**config.mk**
```make
export PLATFORM = sky130hd
export DESIGN_NAME = aging_lru_cache_directory
export DESIGN_NICKNAME = d
export VERILOG_FILES = /design/src/hdl/alcd_pkg.sv /design/src/hdl/alcd_ram.sv /design/src/hdl/alcd_scan.sv /design/src/hdl/aging_lru_cache_directory.sv
export SDC_FILE = /design/constraint.sdc
export NUM_CORES = 1
export LEC_CHECK = 0
export BUFFER_PORTS_ARGS = -buffer_cell sky130_fd_sc_hd__buf_2
export CAP_MARGIN = 20
export CORE_MARGIN = 5
export CORE_UTILIZATION = 56
export DETAILED_ROUTE_END_ITERATION = 8
export HOLD_SLACK_MARGIN = 0.15
export PLACE_DENSITY_LB_ADDON = 0.12
export SETUP_SLACK_MARGIN = 0.02
export SYNTH_ARGS = -nofsm -noshare
export SYNTH_HDL_FRONTEND = slang
export SYNTH_SLANG_ARGS = --single-unit
```
**constraint.sdc**
```tcl
create_clock -name aclk -period 10.5 [get_ports aclk]
set_clock_uncertainty 0.2 [all_clocks]
set_input_delay 1.05 -clock aclk [delete_from_list [all_inputs] [get_ports aclk]]
set_output_delay 1.05 -clock aclk [all_outputs]
set_load 0.03 [all_outputs]
```
**src/hdl/alcd_pkg.sv**
```systemverilog
package alcd_pkg;

    localparam int ENTRIES   = 8;
    localparam int AGE_BITS  = 16;
    localparam int KEY_W     = 64;
    localparam int SIZE_W    = 24;
    localparam int SLOT_W    = 3;
    localparam int IDX_W     = $clog2(ENTRIES);
    localparam int ENTRY_W   = AGE_BITS + KEY_W;

    localparam logic [AGE_BITS-1:0] AGE_MAX     = {AGE_BITS{1'b1}};
    localparam logic [SIZE_W-1:0]   LIMIT_RESET = SIZE_W'(102400);
    localparam logic [IDX_W-1:0]    LAST_IDX    = IDX_W'(ENTRIES - 1);

    localparam logic KIND_LOOKUP = 1'b0;
    localparam logic KIND_FILL   = 1'b1;

    typedef enum logic [1:0] {
        ST_IDLE,
        ST_SCAN,
        ST_UPDATE,
        ST_DONE
    } ctrl_state_t;

    typedef enum logic [1:0] {
        OP_HIT,
        OP_MISS,
        OP_ROLLBACK
    } upd_op_t;

    // Running outcome of the scan pass, including the beat presented this cycle.
    typedef struct packed {
        logic             hit;
        logic [IDX_W-1:0] hit_idx;
        logic [IDX_W-1:0] victim;
    } scan_res_t;

    function automatic logic [AGE_BITS-1:0] age_inc(input logic [AGE_BITS-1:0] a);
        return (a == AGE_MAX) ? a : a + AGE_BITS'(1);
    endfunction

    function automatic logic [AGE_BITS-1:0] age_dec(input logic [AGE_BITS-1:0] a);
        return (a == '0) ? a : a - AGE_BITS'(1);
    endfunction

endpackage

```
**src/hdl/alcd_ram.sv**
```systemverilog
module alcd_ram #(
    parameter int WIDTH = 8,
    parameter int DEPTH = 8
) (
    input  logic                     aclk,
    input  logic                     wr_en,
    input  logic [$clog2(DEPTH)-1:0] wr_addr,
    input  logic [WIDTH-1:0]         wr_data,
    input  logic [$clog2(DEPTH)-1:0] rd_addr,
    output logic [WIDTH-1:0]         rd_data
);

    logic [WIDTH-1:0] mem [DEPTH];

    always_ff @(posedge aclk) begin
        if (wr_en) begin
            mem[wr_addr] <= wr_data;
        end
        rd_data <= mem[rd_addr];
    end

endmodule

```
**src/hdl/alcd_scan.sv**
```systemverilog
module alcd_scan (
    input  logic                            aclk,
    input  logic                            aresetn,
    input  logic                            start,
    input  logic                            beat,
    input  logic [alcd_pkg::IDX_W-1:0]      beat_idx,
    input  logic                            beat_valid,
    input  logic [alcd_pkg::AGE_BITS-1:0]   beat_age,
    input  logic [alcd_pkg::KEY_W-1:0]      beat_key,
    input  logic [alcd_pkg::KEY_W-1:0]      lookup_key,
    output alcd_pkg::scan_res_t             res
);

    import alcd_pkg::*;

    logic                hit_reg, hit_next;
    logic [IDX_W-1:0]    hit_idx_reg, hit_idx_next;
    logic                inv_reg, inv_next;
    logic [IDX_W-1:0]    inv_idx_reg, inv_idx_next;
    logic [AGE_BITS-1:0] top_reg, top_next;
    logic [IDX_W-1:0]    best_reg, best_next;

    // First valid match, first invalid slot, and first strictly oldest slot.
    always_comb begin
        hit_next     = hit_reg;
        hit_idx_next = hit_idx_reg;
        inv_next     = inv_reg;
        inv_idx_next = inv_idx_reg;
        top_next     = top_reg;
        best_next    = best_reg;
        if (start) begin
            hit_next     = 1'b0;
            hit_idx_next = '0;
            inv_next     = 1'b0;
            inv_idx_next = '0;
            top_next     = '0;
            best_next    = '0;
        end else if (beat) begin
            if (!hit_reg && beat_valid && beat_key == lookup_key) begin
                hit_next     = 1'b1;
                hit_idx_next = beat_idx;
            end
            if (!inv_reg && !beat_valid) begin
                inv_next     = 1'b1;
                inv_idx_next = beat_idx;
            end
            if (beat_age > top_reg) begin
                top_next  = beat_age;
                best_next = beat_idx;
            end
        end
    end

    always_comb begin
        res.hit     = hit_next;
        res.hit_idx = hit_idx_next;
        res.victim  = inv_next ? inv_idx_next : best_next;
    end

    always_ff @(posedge aclk) begin
        if (!aresetn) begin
            hit_reg     <= 1'b0;
            hit_idx_reg <= '0;
            inv_reg     <= 1'b0;
            inv_idx_reg <= '0;
            top_reg     <= '0;
            best_reg    <= '0;
        end else begin
            hit_reg     <= hit_next;
            hit_idx_reg <= hit_idx_next;
            inv_reg     <= inv_next;
            inv_idx_reg <= inv_idx_next;
            top_reg     <= top_next;
            best_reg    <= best_next;
        end
    end

endmodule

```
**src/hdl/aging_lru_cache_directory.sv**
```systemverilog
// Fully associative cache directory of eight slots with per-slot age counters.
// Each request is either a lookup of a 64-bit key (kind 0) or the completion of
// a pending fill carrying its fetched size (kind 1), and produces exactly one
// response. A lookup that hits clears the matching slot's age and ages every
// other slot; a miss takes the first invalid slot, otherwise the first slot with
// the strictly largest age, saves its old contents as a backup, ages the others
// and fills the slot with the new key as pending. A completion that arrives while
// a fill is pending and whose size is at or above object_size_limit restores the
// backup and makes the other slots one step younger. Ages and keys live in a
// single-port-read, single-port-write RAM with a registered read port; valid bits
// are flip-flops. A lookup runs a scan pass and then a read-modify-write pass
// over that RAM, registers its response and returns to idle; a completion that
// rolls back runs only the read-modify-write pass, and any other completion goes
// straight to its response. One request is processed at a time; the next request
// is taken once the previous response is registered.
// object_size_limit resets to 102400 and may be written through cfg_wr_en and
// cfg_wr_data while the block is idle.
module aging_lru_cache_directory (
    input  logic                          aclk,
    input  logic                          aresetn,

    input  logic                          cfg_wr_en,
    input  logic [alcd_pkg::SIZE_W-1:0]   cfg_wr_data,

    input  logic                          s_valid,
    output logic                          s_ready,
    input  logic                          s_kind,
    input  logic [alcd_pkg::KEY_W-1:0]    s_lookup_key,
    input  logic [alcd_pkg::SIZE_W-1:0]   s_fill_size,

    output logic                          m_valid,
    input  logic                          m_ready,
    output logic                          m_hit,
    output logic [alcd_pkg::SLOT_W-1:0]   m_slot,
    output logic                          m_rolled_back,
    output logic                          m_acted
);

    import alcd_pkg::*;

    ctrl_state_t state_reg, state_next;

    // Sweep control: address issued to the RAM and the beat returning from it.
    logic [IDX_W-1:0]    cnt_reg, cnt_next;
    logic                issue_reg, issue_next;
    logic                rd_pend_reg, rd_pend_next;
    logic [IDX_W-1:0]    ridx_reg, ridx_next;
    logic                phase_start;
    logic                last_beat;

    // Directory state outside the RAM.
    logic [ENTRIES-1:0]  valid_reg, valid_next;
    logic [ENTRIES-1:0]  init_reg, init_next;
    logic                bk_valid_reg, bk_valid_next;
    logic [AGE_BITS-1:0] bk_age_reg, bk_age_next;
    logic [KEY_W-1:0]    bk_key_reg, bk_key_next;
    logic [IDX_W-1:0]    pend_slot_reg, pend_slot_next;
    logic                fill_pend_reg, fill_pend_next;
    logic [SIZE_W-1:0]   limit_reg, limit_next;

    // Per-request working registers.
    upd_op_t             op_reg, op_next;
    logic [IDX_W-1:0]    target_reg, target_next;
    logic [KEY_W-1:0]    key_reg, key_next;
    logic                res_hit_reg, res_hit_next;
    logic                res_rb_reg, res_rb_next;
    logic                res_acted_reg, res_acted_next;

    // Response register.
    logic                m_valid_reg, m_valid_next;
    logic                m_hit_reg, m_hit_next;
    logic [SLOT_W-1:0]   m_slot_reg, m_slot_next;
    logic                m_rb_reg, m_rb_next;
    logic                m_acted_reg, m_acted_next;

    // RAM ports.
    logic                wr_en;
    logic [ENTRY_W-1:0]  wr_data;
    logic [ENTRY_W-1:0]  rd_data;
    logic [AGE_BITS-1:0] rd_age;
    logic [KEY_W-1:0]    rd_key;

    logic                scan_start;
    logic                scan_beat;
    scan_res_t           scan_res;
    logic                accept;
    logic                over_limit;

    alcd_ram #(
        .WIDTH (ENTRY_W),
        .DEPTH (ENTRIES)
    ) u_ram (
        .aclk    (aclk),
        .wr_en   (wr_en),
        .wr_addr (ridx_reg),
        .wr_data (wr_data),
        .rd_addr (cnt_reg),
        .rd_data (rd_data)
    );

    // A slot never written since reset reads as age zero.
    assign rd_age = init_reg[ridx_reg] ? rd_data[ENTRY_W-1:KEY_W] : '0;
    assign rd_key = rd_data[KEY_W-1:0];

    assign accept     = s_valid && s_ready;
    assign over_limit = s_fill_size >= limit_reg;
    assign last_beat  = rd_pend_reg && ridx_reg == LAST_IDX;
    assign scan_beat  = rd_pend_reg && state_reg == ST_SCAN;
    assign scan_start = accept && s_kind == KIND_LOOKUP;

    alcd_scan u_scan (
        .aclk       (aclk),
        .aresetn    (aresetn),
        .start      (scan_start),
        .beat       (scan_beat),
        .beat_idx   (ridx_reg),
        .beat_valid (valid_reg[ridx_reg]),
        .beat_age   (rd_age),
        .beat_key   (rd_key),
        .lookup_key (key_reg),
        .res        (scan_res)
    );

    assign s_ready       = state_reg == ST_IDLE;
    assign m_valid       = m_valid_reg;
    assign m_hit         = m_hit_reg;
    assign m_slot        = m_slot_reg;
    assign m_rolled_back = m_rb_reg;
    assign m_acted       = m_acted_reg;

    // Next state.
    always_comb begin
        state_next = state_reg;
        case (state_reg)
            ST_IDLE: begin
                if (s_valid) begin
                    if (s_kind == KIND_LOOKUP) begin
                        state_next = ST_SCAN;
                    end else if (fill_pend_reg && over_limit) begin
                        state_next = ST_UPDATE;
                    end else begin
                        state_next = ST_DONE;
                    end
                end
            end
            ST_SCAN: begin
                if (last_beat) begin
                    state_next = ST_UPDATE;
                end
            end
            ST_UPDATE: begin
                if (last_beat) begin
                    state_next = ST_DONE;
                end
            end
            ST_DONE: begin
                if (!m_valid_reg || m_ready) begin
                    state_next = ST_IDLE;
                end
            end
            default: state_next = ST_IDLE;
        endcase
    end

    // Datapath and outputs for each state.
    always_comb begin
        phase_start    = 1'b0;
        wr_en          = 1'b0;
        wr_data        = rd_data;
        valid_next     = valid_reg;
        init_next      = init_reg;
        bk_valid_next  = bk_valid_reg;
        bk_age_next    = bk_age_reg;
        bk_key_next    = bk_key_reg;
        pend_slot_next = pend_slot_reg;
        fill_pend_next = fill_pend_reg;
        limit_next     = cfg_wr_en ? cfg_wr_data : limit_reg;
        op_next        = op_reg;
        target_next    = target_reg;
        key_next       = key_reg;
        res_hit_next   = res_hit_reg;
        res_rb_next    = res_rb_reg;
        res_acted_next = res_acted_reg;
        m_valid_next   = m_valid_reg && !m_ready;
        m_hit_next     = m_hit_reg;
        m_slot_next    = m_slot_reg;
        m_rb_next      = m_rb_reg;
        m_acted_next   = m_acted_reg;

        case (state_reg)
            ST_IDLE: begin
                if (accept) begin
                    res_hit_next   = 1'b0;
                    res_rb_next    = 1'b0;
                    res_acted_next = 1'b1;
                    if (s_kind == KIND_LOOKUP) begin
                        key_next    = s_lookup_key;
                        phase_start = 1'b1;
                    end else if (fill_pend_reg) begin
                        target_next = pend_slot_reg;
                        if (over_limit) begin
                            op_next     = OP_ROLLBACK;
                            res_rb_next = 1'b1;
                            phase_start = 1'b1;
                        end else begin
                            fill_pend_next = 1'b0;
                        end
                    end else begin
                        // Completion with no fill outstanding changes nothing.
                        target_next    = '0;
                        res_acted_next = 1'b0;
                    end
                end
            end
            ST_SCAN: begin
                if (last_beat) begin
                    phase_start = 1'b1;
                    if (scan_res.hit) begin
                        op_next      = OP_HIT;
                        target_next  = scan_res.hit_idx;
                        res_hit_next = 1'b1;
                    end else begin
                        op_next     = OP_MISS;
                        target_next = scan_res.victim;
                    end
                end
            end
            ST_UPDATE: begin
                if (rd_pend_reg) begin
                    wr_en               = 1'b1;
                    init_next[ridx_reg] = 1'b1;
                    if (ridx_reg == target_reg) begin
                        case (op_reg)
                            OP_HIT: begin
                                wr_data = {AGE_BITS'(0), rd_key};
                            end
                            OP_MISS: begin
                                // Save the victim's old contents before refilling it.
                                bk_valid_next        = valid_reg[ridx_reg];
                                bk_age_next          = rd_age;
                                bk_key_next          = rd_key;
                                wr_data              = {AGE_BITS'(0), key_reg};
                                valid_next[ridx_reg] = 1'b1;
                                pend_slot_next       = ridx_reg;
                                fill_pend_next       = 1'b1;
                            end
                            OP_ROLLBACK: begin
                                wr_data              = {bk_age_reg, bk_key_reg};
                                valid_next[ridx_reg] = bk_valid_reg;
                            end
                            default: wr_data = rd_data;
                        endcase
                    end else if (op_reg == OP_ROLLBACK) begin
                        wr_data = {age_dec(rd_age), rd_key};
                    end else begin
                        wr_data = {age_inc(rd_age), rd_key};
                    end
                    if (last_beat && op_reg == OP_ROLLBACK) begin
                        fill_pend_next = 1'b0;
                    end
                end
            end
            ST_DONE: begin
                if (!m_valid_reg || m_ready) begin
                    m_valid_next = 1'b1;
                    m_hit_next   = res_hit_reg;
                    m_slot_next  = SLOT_W'(target_reg);
                    m_rb_next    = res_rb_reg;
                    m_acted_next = res_acted_reg;
                end
            end
            default: begin
                phase_start = 1'b0;
            end
        endcase
    end

    // Address sequencer shared by the scan and update sweeps.
    always_comb begin
        cnt_next     = cnt_reg;
        issue_next   = issue_reg;
        rd_pend_next = issue_reg;
        ridx_next    = cnt_reg;
        if (phase_start) begin
            cnt_next   = '0;
            issue_next = 1'b1;
        end else if (issue_reg) begin
            if (cnt_reg == LAST_IDX) begin
                issue_next = 1'b0;
            end else begin
                cnt_next = cnt_reg + IDX_W'(1);
            end
        end
    end

    always_ff @(posedge aclk) begin
        if (!aresetn) begin
            state_reg     <= ST_IDLE;
            cnt_reg       <= '0;
            issue_reg     <= 1'b0;
            rd_pend_reg   <= 1'b0;
            ridx_reg      <= '0;
            valid_reg     <= '0;
            init_reg      <= '0;
            bk_valid_reg  <= 1'b0;
            bk_age_reg    <= '0;
            bk_key_reg    <= '0;
            pend_slot_reg <= '0;
            fill_pend_reg <= 1'b0;
            limit_reg     <= LIMIT_RESET;
            op_reg        <= OP_HIT;
            m_valid_reg   <= 1'b0;
        end else begin
            state_reg     <= state_next;
            cnt_reg       <= cnt_next;
            issue_reg     <= issue_next;
            rd_pend_reg   <= rd_pend_next;
            ridx_reg      <= ridx_next;
            valid_reg     <= valid_next;
            init_reg      <= init_next;
            bk_valid_reg  <= bk_valid_next;
            bk_age_reg    <= bk_age_next;
            bk_key_reg    <= bk_key_next;
            pend_slot_reg <= pend_slot_next;
            fill_pend_reg <= fill_pend_next;
            limit_reg     <= limit_next;
            op_reg        <= op_next;
            m_valid_reg   <= m_valid_next;
        end
    end

    // Payload registers need no reset.
    always_ff @(posedge aclk) begin
        target_reg    <= target_next;
        key_reg       <= key_next;
        res_hit_reg   <= res_hit_next;
        res_rb_reg    <= res_rb_next;
        res_acted_reg <= res_acted_next;
        m_hit_reg     <= m_hit_next;
        m_slot_reg    <= m_slot_next;
        m_rb_reg      <= m_rb_next;
        m_acted_reg   <= m_acted_next;
    end

endmodule

```
==> run summary, run 1 <==
• category of the most critical setup path: register to register
• Max stage delay cell, worst path: sky130_fd_sc_hd__dfxtp_1
• kind of path behind the tightest hold check: register to register
• nets in the synthesized netlist: 2702
• portion of synthesized cell area occupied by the leading cell type: 55.9%
• maximum number of pins on one net before global-route repair: 90
• number of setup buffers added after CTS: 0
• placement row count: 96
• horizontal extent of the die: 272 µm
• total of flip-flops plus latches after synthesis: 961
• post-DR wirelength/cell: 25.7 µm
• number of iterations in the first detailed-routing pass: 6
• fill cell instance count of the final layout: 4941
• global-route wire length before repair: 141000 µm
• largest register by flop count: u_ram.mem
• Worst Max-Slew Pin Slew: 1110 ps
• wire length reported by the detailed router: 92700 µm
• number of H-tree levels: 3
• Iter 0 DRT Violations: 1816
• number of gates given a new drive strength after cts: 0
• crit start category: register
• leading post-synthesis cells by instance count: sky130_fd_sc_hd__edfxtp_1 (716), sky130_fd_sc_hd__nand2_1 (286), sky130_fd_sc_hd__dfxtp_1 (245)
• count of antenna-violating nets left after detailed routing: 0
• HPWL after DPL: 52200 µm
• Netlist Area Pre-Place: 38500 µm²
• sequential cell area fraction in the yosys report: 68.7%
• share of the clock period used by the worst path: 52.3%
• combined buffer and inverter count along the critical path: 2
• count of synthesis-stage warnings from yosys: 0
• Clock Pin Slew Worst Setup and Hold Paths: 60 ps
• GRT Overall Usage: 25.0%
• capturing element type of the critical path: register
• Crit path largest cell delay: 890 ps
• Initial Utilization: 56.3%
• crit path DAT: 5670 ps
• Post-synth EDFFs: 716
• routability cong.: 0.876
• leakage dissipation: 14.3 nW
• post-DR vias/cell: 6.11
• most frequent cell on the critical path: sky130_fd_sc_hd__buf_4
• dominant cell type by area after synthesis: sky130_fd_sc_hd__edfxtp_1
• number of remaining DRC errors: 0
• flip-flop count of the largest register, all copies and words added: 640
• most instantiated library cell after synthesis: sky130_fd_sc_hd__edfxtp_1
• number of sinks on the clock net: 961
• Fmax: 182 MHz
• Async S/R FF share, synth: 0%
• Overflow after GRT: 0
• critical path cell sequence: nand2b_1 > o221ai_2 > or3_1 > buf_4 > and2_0 > ha_1 > a21oi_1 > o21ai_0 > a221oi_1 > nor2_1 > a2111oi_0 > and2b_1 > buf_4 > mux2i_1 > o211ai_1
• result of the run: completed
• initial antenna violation count: 5
• TritonCTS clock tree: built
• biggest registers after layout: u_ram.mem (640), u_ram.rd_data (80)
• share of layout cells above drive strength 1: 21.8%
• area growth from synthesis to layout: 12.7%
• insertion delay to the later sink of the worst-skew pair: 670 ps
• master cell of the clock root buffer: sky130_fd_sc_hd__clkbuf_16
• family with the most delay on the worst path: simple AND/OR/NAND/NOR gates
• Synth Instances: 2532
• total number of nets in the final design: 2811
• data required time at the worst endpoint: 10680 ps
• via count of the first global-routing pass: 22900
• number of buffers added to fix hold violations after cts: 0
• fin. max-slew vios: 0
• largest fanout on the critical path: 29
• I/O pin total: 126
• worst slew margin relative to its limit: 25.5%
• ys flop type: sky130_fd_sc_hd__edfxtp_1
• RSZ-0062 raised after global routing: no
• areal power density over the cells: 201 nW/µm²
• number of port buffers: 125
• Total Negative Setup Slacks: 0 ps
• number of buffers on the longest clock path: 3
• cts bufs inserted: 96
• total setup violations reported at the end of the flow: 0
• Core Area: 68300 µm²
• Placed Cells incl. Taps: 3424
• Avg Cell Area, Syn: 15.2 µm²
• ranking of synthesized cells by area: sky130_fd_sc_hd__edfxtp_1 (56%), sky130_fd_sc_hd__dfxtp_1 (13%), sky130_fd_sc_hd__mux4_2 (9.4%), sky130_fd_sc_hd__nand2_1 (2.8%), sky130_fd_sc_hd__mux2_2 (2.4%)
• final cell count without fillers: 3608
• Maximum Capacitance Violations: 0
• Netlist cell types: 81
• post-route minimum period: 5490 ps
• number of hold violations in the final report: 0
• full die area: 74000 µm²
• via total after detailed routing: 22100
• Worst IR Drop VDD: 0.170 mV
• die span in y: 272 µm
final cells by class:
cell class                 instances  area (µm²)  area share (%)
antenna                            1        2.50         0.00577
sequential                       961       26400            60.9
timing repair buffer             160         921            2.12
multi-input combinational       1349       11300            26.0
clock buffer                     135        2790            6.44
inverter                          73         278           0.641
clock inverter                    47         553            1.28
tap                              882        1100            2.55
placed cells by master (no fill, tap or decap), drive strengths merged, types with 12 or more instances in the layout:
cell	instances
edfxtp	716
nand2	287
dfxtp	245
mux4	160
buf	160
clkbuf	135
a21oi	116
nor2	113
o21ai	96
mux2	82
inv	74
a22oi	72
mux2i	59
ha	52
xnor2	40
clkinv	35
nor3	32
xor2	21
nand4	20
nand3	20
and2	17
nor4	14
a21o	13
a31oi	12
logic make-up (layout without fill, tap and decap cells):
family          after synthesis  after routing  synth area share, %
compound gates              388            388                 6.40
buf+inv                     222            415                 2.26
xor+xnor                     61             61                 1.39
mux                         301            301                 13.3
flops                       961            961                 68.7
other cells                   0              1                    0
fa+ha+maj                    52             52                 1.69
simple gates                547            547                 6.30
report_power, final:
part	leakage (nW)	total [W]	internal, W	switching, W
Clock	1.64	0.00352	0.00207	0.00145
Sequential	8.47	0.00438	0.00426	0.000113
Combinational	4.19	0.000804	0.000312	0.000491
through the flow:
step | hold slack (ps) | setup WS [ps] | power, W | cell area, µm² | utilization [%]
3_5_place_dp | 207 | 5020 | 0.00526 | 40000 | 58.5
6_report | 219 | 5010 | 0.00870 | 43300 | 63.4
4_1_cts | 221 | 5000 | 0.00877 | 43300 | 63.4
2_1_floorplan | 200 | 1000 | 0.00498 | 38500 | -
3_3_place_gp | 208 | 5240 | 0.00524 | 40000 | 58.5
5_1_grt | 227 | 4740 | 0.00902 | 43300 | 63.4
per-layer routing:
metal  GRT usage [%]  routed length, µm
met5               0                 29
met4            7.24               2390
met3            4.30               5240
met2            42.7              46400
met1            33.5              38600
worst reg2reg max path: stages, from the launching register on:
cell and delay, ps:
sky130_fd_sc_hd__dfxtp_1 890, sky130_fd_sc_hd__nand2b_1 420, sky130_fd_sc_hd__o221ai_2 220, sky130_fd_sc_hd__or3_1 380, sky130_fd_sc_hd__buf_4 240, sky130_fd_sc_hd__and2_0 310, sky130_fd_sc_hd__ha_1 370, sky130_fd_sc_hd__a21oi_1 140
sky130_fd_sc_hd__o21ai_0 100, sky130_fd_sc_hd__a221oi_1 360, sky130_fd_sc_hd__nor2_1 80, sky130_fd_sc_hd__a2111oi_0 500, sky130_fd_sc_hd__and2b_1 380, sky130_fd_sc_hd__buf_4 290, sky130_fd_sc_hd__mux2i_1 210, sky130_fd_sc_hd__o211ai_1 120
worst paths after layout:
kind | cells after the start | endpoint | from | slack (ps)
hold / removal | 0 | m_acted$_DFFE_PP_ | res_acted_reg$_SDFFCE_PN1P_ | 220
setup reg to reg | 15 | target_reg[2]$_DFFE_PP_ | ridx_reg[1]$_SDFF_PN0_ | 5010
hold reg to reg | 0 | m_acted$_DFFE_PP_ | res_acted_reg$_SDFFCE_PN1P_ | 220
setup / recovery | 15 | target_reg[2]$_DFFE_PP_ | ridx_reg[1]$_SDFF_PN0_ | 5010
Power figures use the tool's default switching activity.
==> run 2: changes to the inputs <==
- ABC_AREA: unset -> 1
- clock period: 10.5 -> 5.7 ns (I/O delays scaled with it)
==> run 2 against run 1 <==
Net effect: sequential share of layout area decreased by 2.9 points; sequential cell count did not move; sequential power rose by 100%; worst setup slack lost 3800 ps; critical endpoint is now u_ram.mem[4][78]$_DFFE_PP_; wire length rose by 14%; global-route usage is 2.5 points higher; combinational power grew to 4.4 times the previous value; total power is 120% higher; first-iteration DRC count grew 48%; non-clock buffer count increased by 102.
==> run summary, run 2 <==
• result of the run: completed, unchanged
• most frequent standard cell in the layout excluding fill and tap cells: sky130_fd_sc_hd__edfxtp_1, unchanged
• minimum setup slack in the final design: 1190 ps, was 5010 ps
• Post-synth EDFFs: 716, unchanged
• Worst IR Drop VDD: 0.450 mV, was 0.170 mV
• most instantiated library cell after synthesis: sky130_fd_sc_hd__edfxtp_1, unchanged
• full die area: 76100 µm², was 74000 µm²
• Core Area: 70000 µm², was 68300 µm²
• via count of the first global-routing pass: 27900, was 22900
• Crit path largest cell delay: 580 ps, was 890 ps
• count of antenna-violating nets left after detailed routing: 0, unchanged
• wire length reported by the detailed router: 106000 µm, was 92700 µm
• total setup violations reported at the end of the flow: 0, unchanged
• areal power density over the cells: 419 nW/µm², was 201 nW/µm²
• share of the clock period used by the worst path: 79.1%, was 52.3%
• cts bufs inserted: 99, was 96
• insertion delay to the later sink of the worst-skew pair: 650 ps, was 670 ps
• horizontal extent of the die: 276 µm, was 272 µm
• leading post-synthesis cells by instance count: sky130_fd_sc_hd__edfxtp_1 (716), sky130_fd_sc_hd__nor2_1 (649), sky130_fd_sc_hd__o21ai_0 (552), was sky130_fd_sc_hd__edfxtp_1 (716), sky130_fd_sc_hd__nand2_1 (286), sky130_fd_sc_hd__dfxtp_1 (245)
• Clock Pin Slew Worst Setup and Hold Paths: 60 ps, about the same
• leakage dissipation: 16.3 nW, was 14.3 nW
• I/O pin total: 126, unchanged
• crit start category: register, unchanged
• TritonCTS clock tree: built, unchanged
• Max stage delay cell, worst path: sky130_fd_sc_hd__nor3_4, was sky130_fd_sc_hd__dfxtp_1
• biggest registers after layout: u_ram.mem (640), u_ram.rd_data (80), unchanged
• ys flop type: sky130_fd_sc_hd__edfxtp_1, unchanged
• portion of synthesized cell area occupied by the leading cell type: 54.3%, was 55.9%
• master cell of the clock root buffer: sky130_fd_sc_hd__clkbuf_16, unchanged
• largest register by flop count: u_ram.mem, unchanged
• number of remaining DRC errors: 0, unchanged
• dominant cell type by area after synthesis: sky130_fd_sc_hd__edfxtp_1, unchanged
• area growth from synthesis to layout: 15.0%, was 12.7%
• global-route wire length before repair: 161000 µm, was 141000 µm
• HPWL after DPL: 58100 µm, was 52200 µm
• Initial Utilization: 56.5%, was 56.3%
• number of port buffers: 125, unchanged
• placement row count: 97, was 96
• total of flip-flops plus latches after synthesis: 961, unchanged
• most used cells in the layout excluding fill and tap cells: sky130_fd_sc_hd__edfxtp_1 (716), sky130_fd_sc_hd__nor2_1 (639), sky130_fd_sc_hd__o21ai_0 (552), sky130_fd_sc_hd__inv_1 (329), sky130_fd_sc_hd__dfxtp_1 (243), was sky130_fd_sc_hd__edfxtp_1 (716), sky130_fd_sc_hd__nand2_1 (286), sky130_fd_sc_hd__dfxtp_1 (242), sky130_fd_sc_hd__mux4_2 (160), sky130_fd_sc_hd__buf_2 (125)
• number of sinks on the clock net: 961, unchanged
• number of iterations in the first detailed-routing pass: 5, was 6
• Netlist cell types: 49, was 81
• capturing element type of the critical path: register, unchanged
• crit path DAT: 4690 ps, was 5670 ps
• count of inserted antenna diode cells: 0, was 1
• die span in y: 276 µm, was 272 µm
• via total after detailed routing: 28600, was 22100
• Async S/R FF share, synth: 0%, unchanged
• ranking of synthesized cells by area: sky130_fd_sc_hd__edfxtp_1 (54%), sky130_fd_sc_hd__dfxtp_1 (12%), sky130_fd_sc_hd__o21ai_0 (7.0%), sky130_fd_sc_hd__nor2_1 (6.2%), sky130_fd_sc_hd__o22ai_1 (3.2%), was sky130_fd_sc_hd__edfxtp_1 (56%), sky130_fd_sc_hd__dfxtp_1 (13%), sky130_fd_sc_hd__mux4_2 (9.4%), sky130_fd_sc_hd__nand2_1 (2.8%), sky130_fd_sc_hd__mux2_2 (2.4%)
• Avg Cell Area, Syn: 10.8 µm², was 15.2 µm²
• post-DR vias/cell: 5.90, was 6.11
• Worst Max-Slew Pin Slew: 1040 ps, was 1110 ps
• family with the most delay on the worst path: simple AND/OR/NAND/NOR gates, unchanged
• data required time at the worst endpoint: 5870 ps, was 10680 ps
• combined buffer and inverter count along the critical path: 4, was 2
• total number of nets in the final design: 3985, was 2811
• Iter 0 DRT Violations: 2689, was 1816
• post-DR wirelength/cell: 21.9 µm, was 25.7 µm
• kind of path behind the tightest hold check: register to register, unchanged
• number of buffers on the longest clock path: 3, unchanged
• RSZ-0062 raised after global routing: no, unchanged
• maximum number of pins on one net before global-route repair: 131, was 90
• routability cong.: 0.929, was 0.876
• number of gates given a new drive strength after cts: 0, unchanged
• count of synthesis-stage warnings from yosys: 0, unchanged
• worst slew margin relative to its limit: 30.6%, was 25.5%
• fin. max-slew vios: 0, unchanged
• number of hold violations in the final report: 0, unchanged
• post-route minimum period: 4510 ps, was 5490 ps
• Fmax: 222 MHz, was 182 MHz
• Netlist Area Pre-Place: 39600 µm², was 38500 µm²
• critical path cell sequence: inv_2 > nor2_1 > nand2_1 > nor2_1 > nor2_2 > nand2_4 > nand2_4 > inv_2 > ha_1 > inv_1 > nor3_2 > nand2_1 > nor3_4 > inv_2 > nand3_1 > nand2_1 > nand3_1 > o211ai_1 > o21ai_1, was nand2b_1 > o221ai_2 > or3_1 > buf_4 > and2_0 > ha_1 > a21oi_1 > o21ai_0 > a221oi_1 > nor2_1 > a2111oi_0 > and2b_1 > buf_4 > mux2i_1 > o211ai_1
• sequential cell area fraction in the yosys report: 66.7%, was 68.7%
• category of the most critical setup path: register to register, unchanged
• flip-flop count of the largest register, all copies and words added: 640, unchanged
• GRT Overall Usage: 27.5%, was 25.0%
• initial antenna violation count: 3, was 5
• fill cell instance count of the final layout: 5266, was 4941
• nets in the synthesized netlist: 3838, was 2702
• Synth Instances: 3668, was 2532
• overall power of the completed layout: 0.0191 W, was 0.00870 W
• Total Negative Setup Slacks: 0 ps, unchanged
• Maximum Capacitance Violations: 0, unchanged
• share of layout cells above drive strength 1: 10.0%, was 21.8%
• number of H-tree levels: 3, unchanged
• largest fanout on the critical path: 15, was 29
• Post-Place Setup Slack: 1310 ps, was 5020 ps
• Overflow after GRT: 0, unchanged
• number of setup buffers added after CTS: 0, unchanged
==> run 2: metal layers <==
layer	vias up	GRT usage [%]	wire, µm
li1	13200	-	-
met1	14000	38.1	44900
met4	6	7.94	2190
met5	-	0	34
met2	1153	46.1	51300
met3	167	3.66	7550
==> run 2: worst paths after layout <==
check / startpoint / end / slack [ps] / cells past startpoint
max: ridx_reg[2]$_SDFF_PN0_ / u_ram.mem[4][78]$_DFFE_PP_ / 1190 / 19
min reg2reg: issue_reg$_SDFF_PN0_ / rd_pend_reg$_SDFF_PN0_ / 230 / 2
min: issue_reg$_SDFF_PN0_ / rd_pend_reg$_SDFF_PN0_ / 230 / 2
max reg2reg: ridx_reg[2]$_SDFF_PN0_ / u_ram.mem[4][78]$_DFFE_PP_ / 1190 / 19
==> run 2: report_power, final <==
part / total, W / internal (W) / switching, W
Combinational: 0.00352 / 0.000952 / 0.00257
Clock: 0.00673 / 0.00405 / 0.00269
Sequential: 0.00884 / 0.00850 / 0.000338
Total: 0.0191 / 0.0135 / 0.00560
==> run 2: worst reg2reg max path, cell delays in order, from the launching register on <==
cell and delay, ps:
sky130_fd_sc_hd__dfxtp_1 480, sky130_fd_sc_hd__inv_2 170, sky130_fd_sc_hd__nor2_1 150, sky130_fd_sc_hd__nand2_1 60, sky130_fd_sc_hd__nor2_1 110, sky130_fd_sc_hd__nor2_2 70, sky130_fd_sc_hd__nand2_4 350, sky130_fd_sc_hd__nand2_4 180
sky130_fd_sc_hd__inv_2 210, sky130_fd_sc_hd__ha_1 250, sky130_fd_sc_hd__inv_1 90, sky130_fd_sc_hd__nor3_2 330, sky130_fd_sc_hd__nand2_1 200, sky130_fd_sc_hd__nor3_4 580, sky130_fd_sc_hd__inv_2 140, sky130_fd_sc_hd__nand3_1 130
sky130_fd_sc_hd__nand2_1 50, sky130_fd_sc_hd__nand3_1 100, sky130_fd_sc_hd__o211ai_1 80, sky130_fd_sc_hd__o21ai_1 300
==> run 2: timing repair <==
| action | CTS | global route |
|---|---|---|
| hold buffers | 97 | 0 |
| hold endpoints to repair | 92 | 0 |
| setup endpoints to repair | 0 | 0 |
==> run 2: area by class of cell <==
cell class / instances / area (µm²) / share of cell area [%]
repair buffers: 262 / 2100 / 4.62
clock buffers: 128 / 2710 / 5.95
flip-flops and latches: 961 / 26400 / 58.0
well taps: 940 / 1180 / 2.58
inverters: 351 / 1340 / 2.93
multi-input cells: 2140 / 11100 / 24.3
clock inverters: 60 / 713 / 1.57
==> run 2: cells by family after synthesis <==
group | synth area share (%)
compound gates | 14.6
xor+xnor | 1.08
fa+ha+maj | 1.64
buf+inv | 5.53
flops | 66.7
simple gates | 10.4
==> run 2: through the flow <==
| stage | hold WS, ps | area, µm² | utilization, % | instances |
|---|---|---|---|---|
| final | 229 | 45500 | 65.0 | 4842 |
| after global routing | 234 | 45500 | 65.0 | 4842 |
| after CTS | 192 | 45500 | 64.9 | 4840 |
| after detailed placement | 221 | 41100 | 58.7 | 4555 |
| after global placement | 217 | 41100 | 58.7 | 4555 |
| after floorplan | 200 | 39600 | - | 3668 |
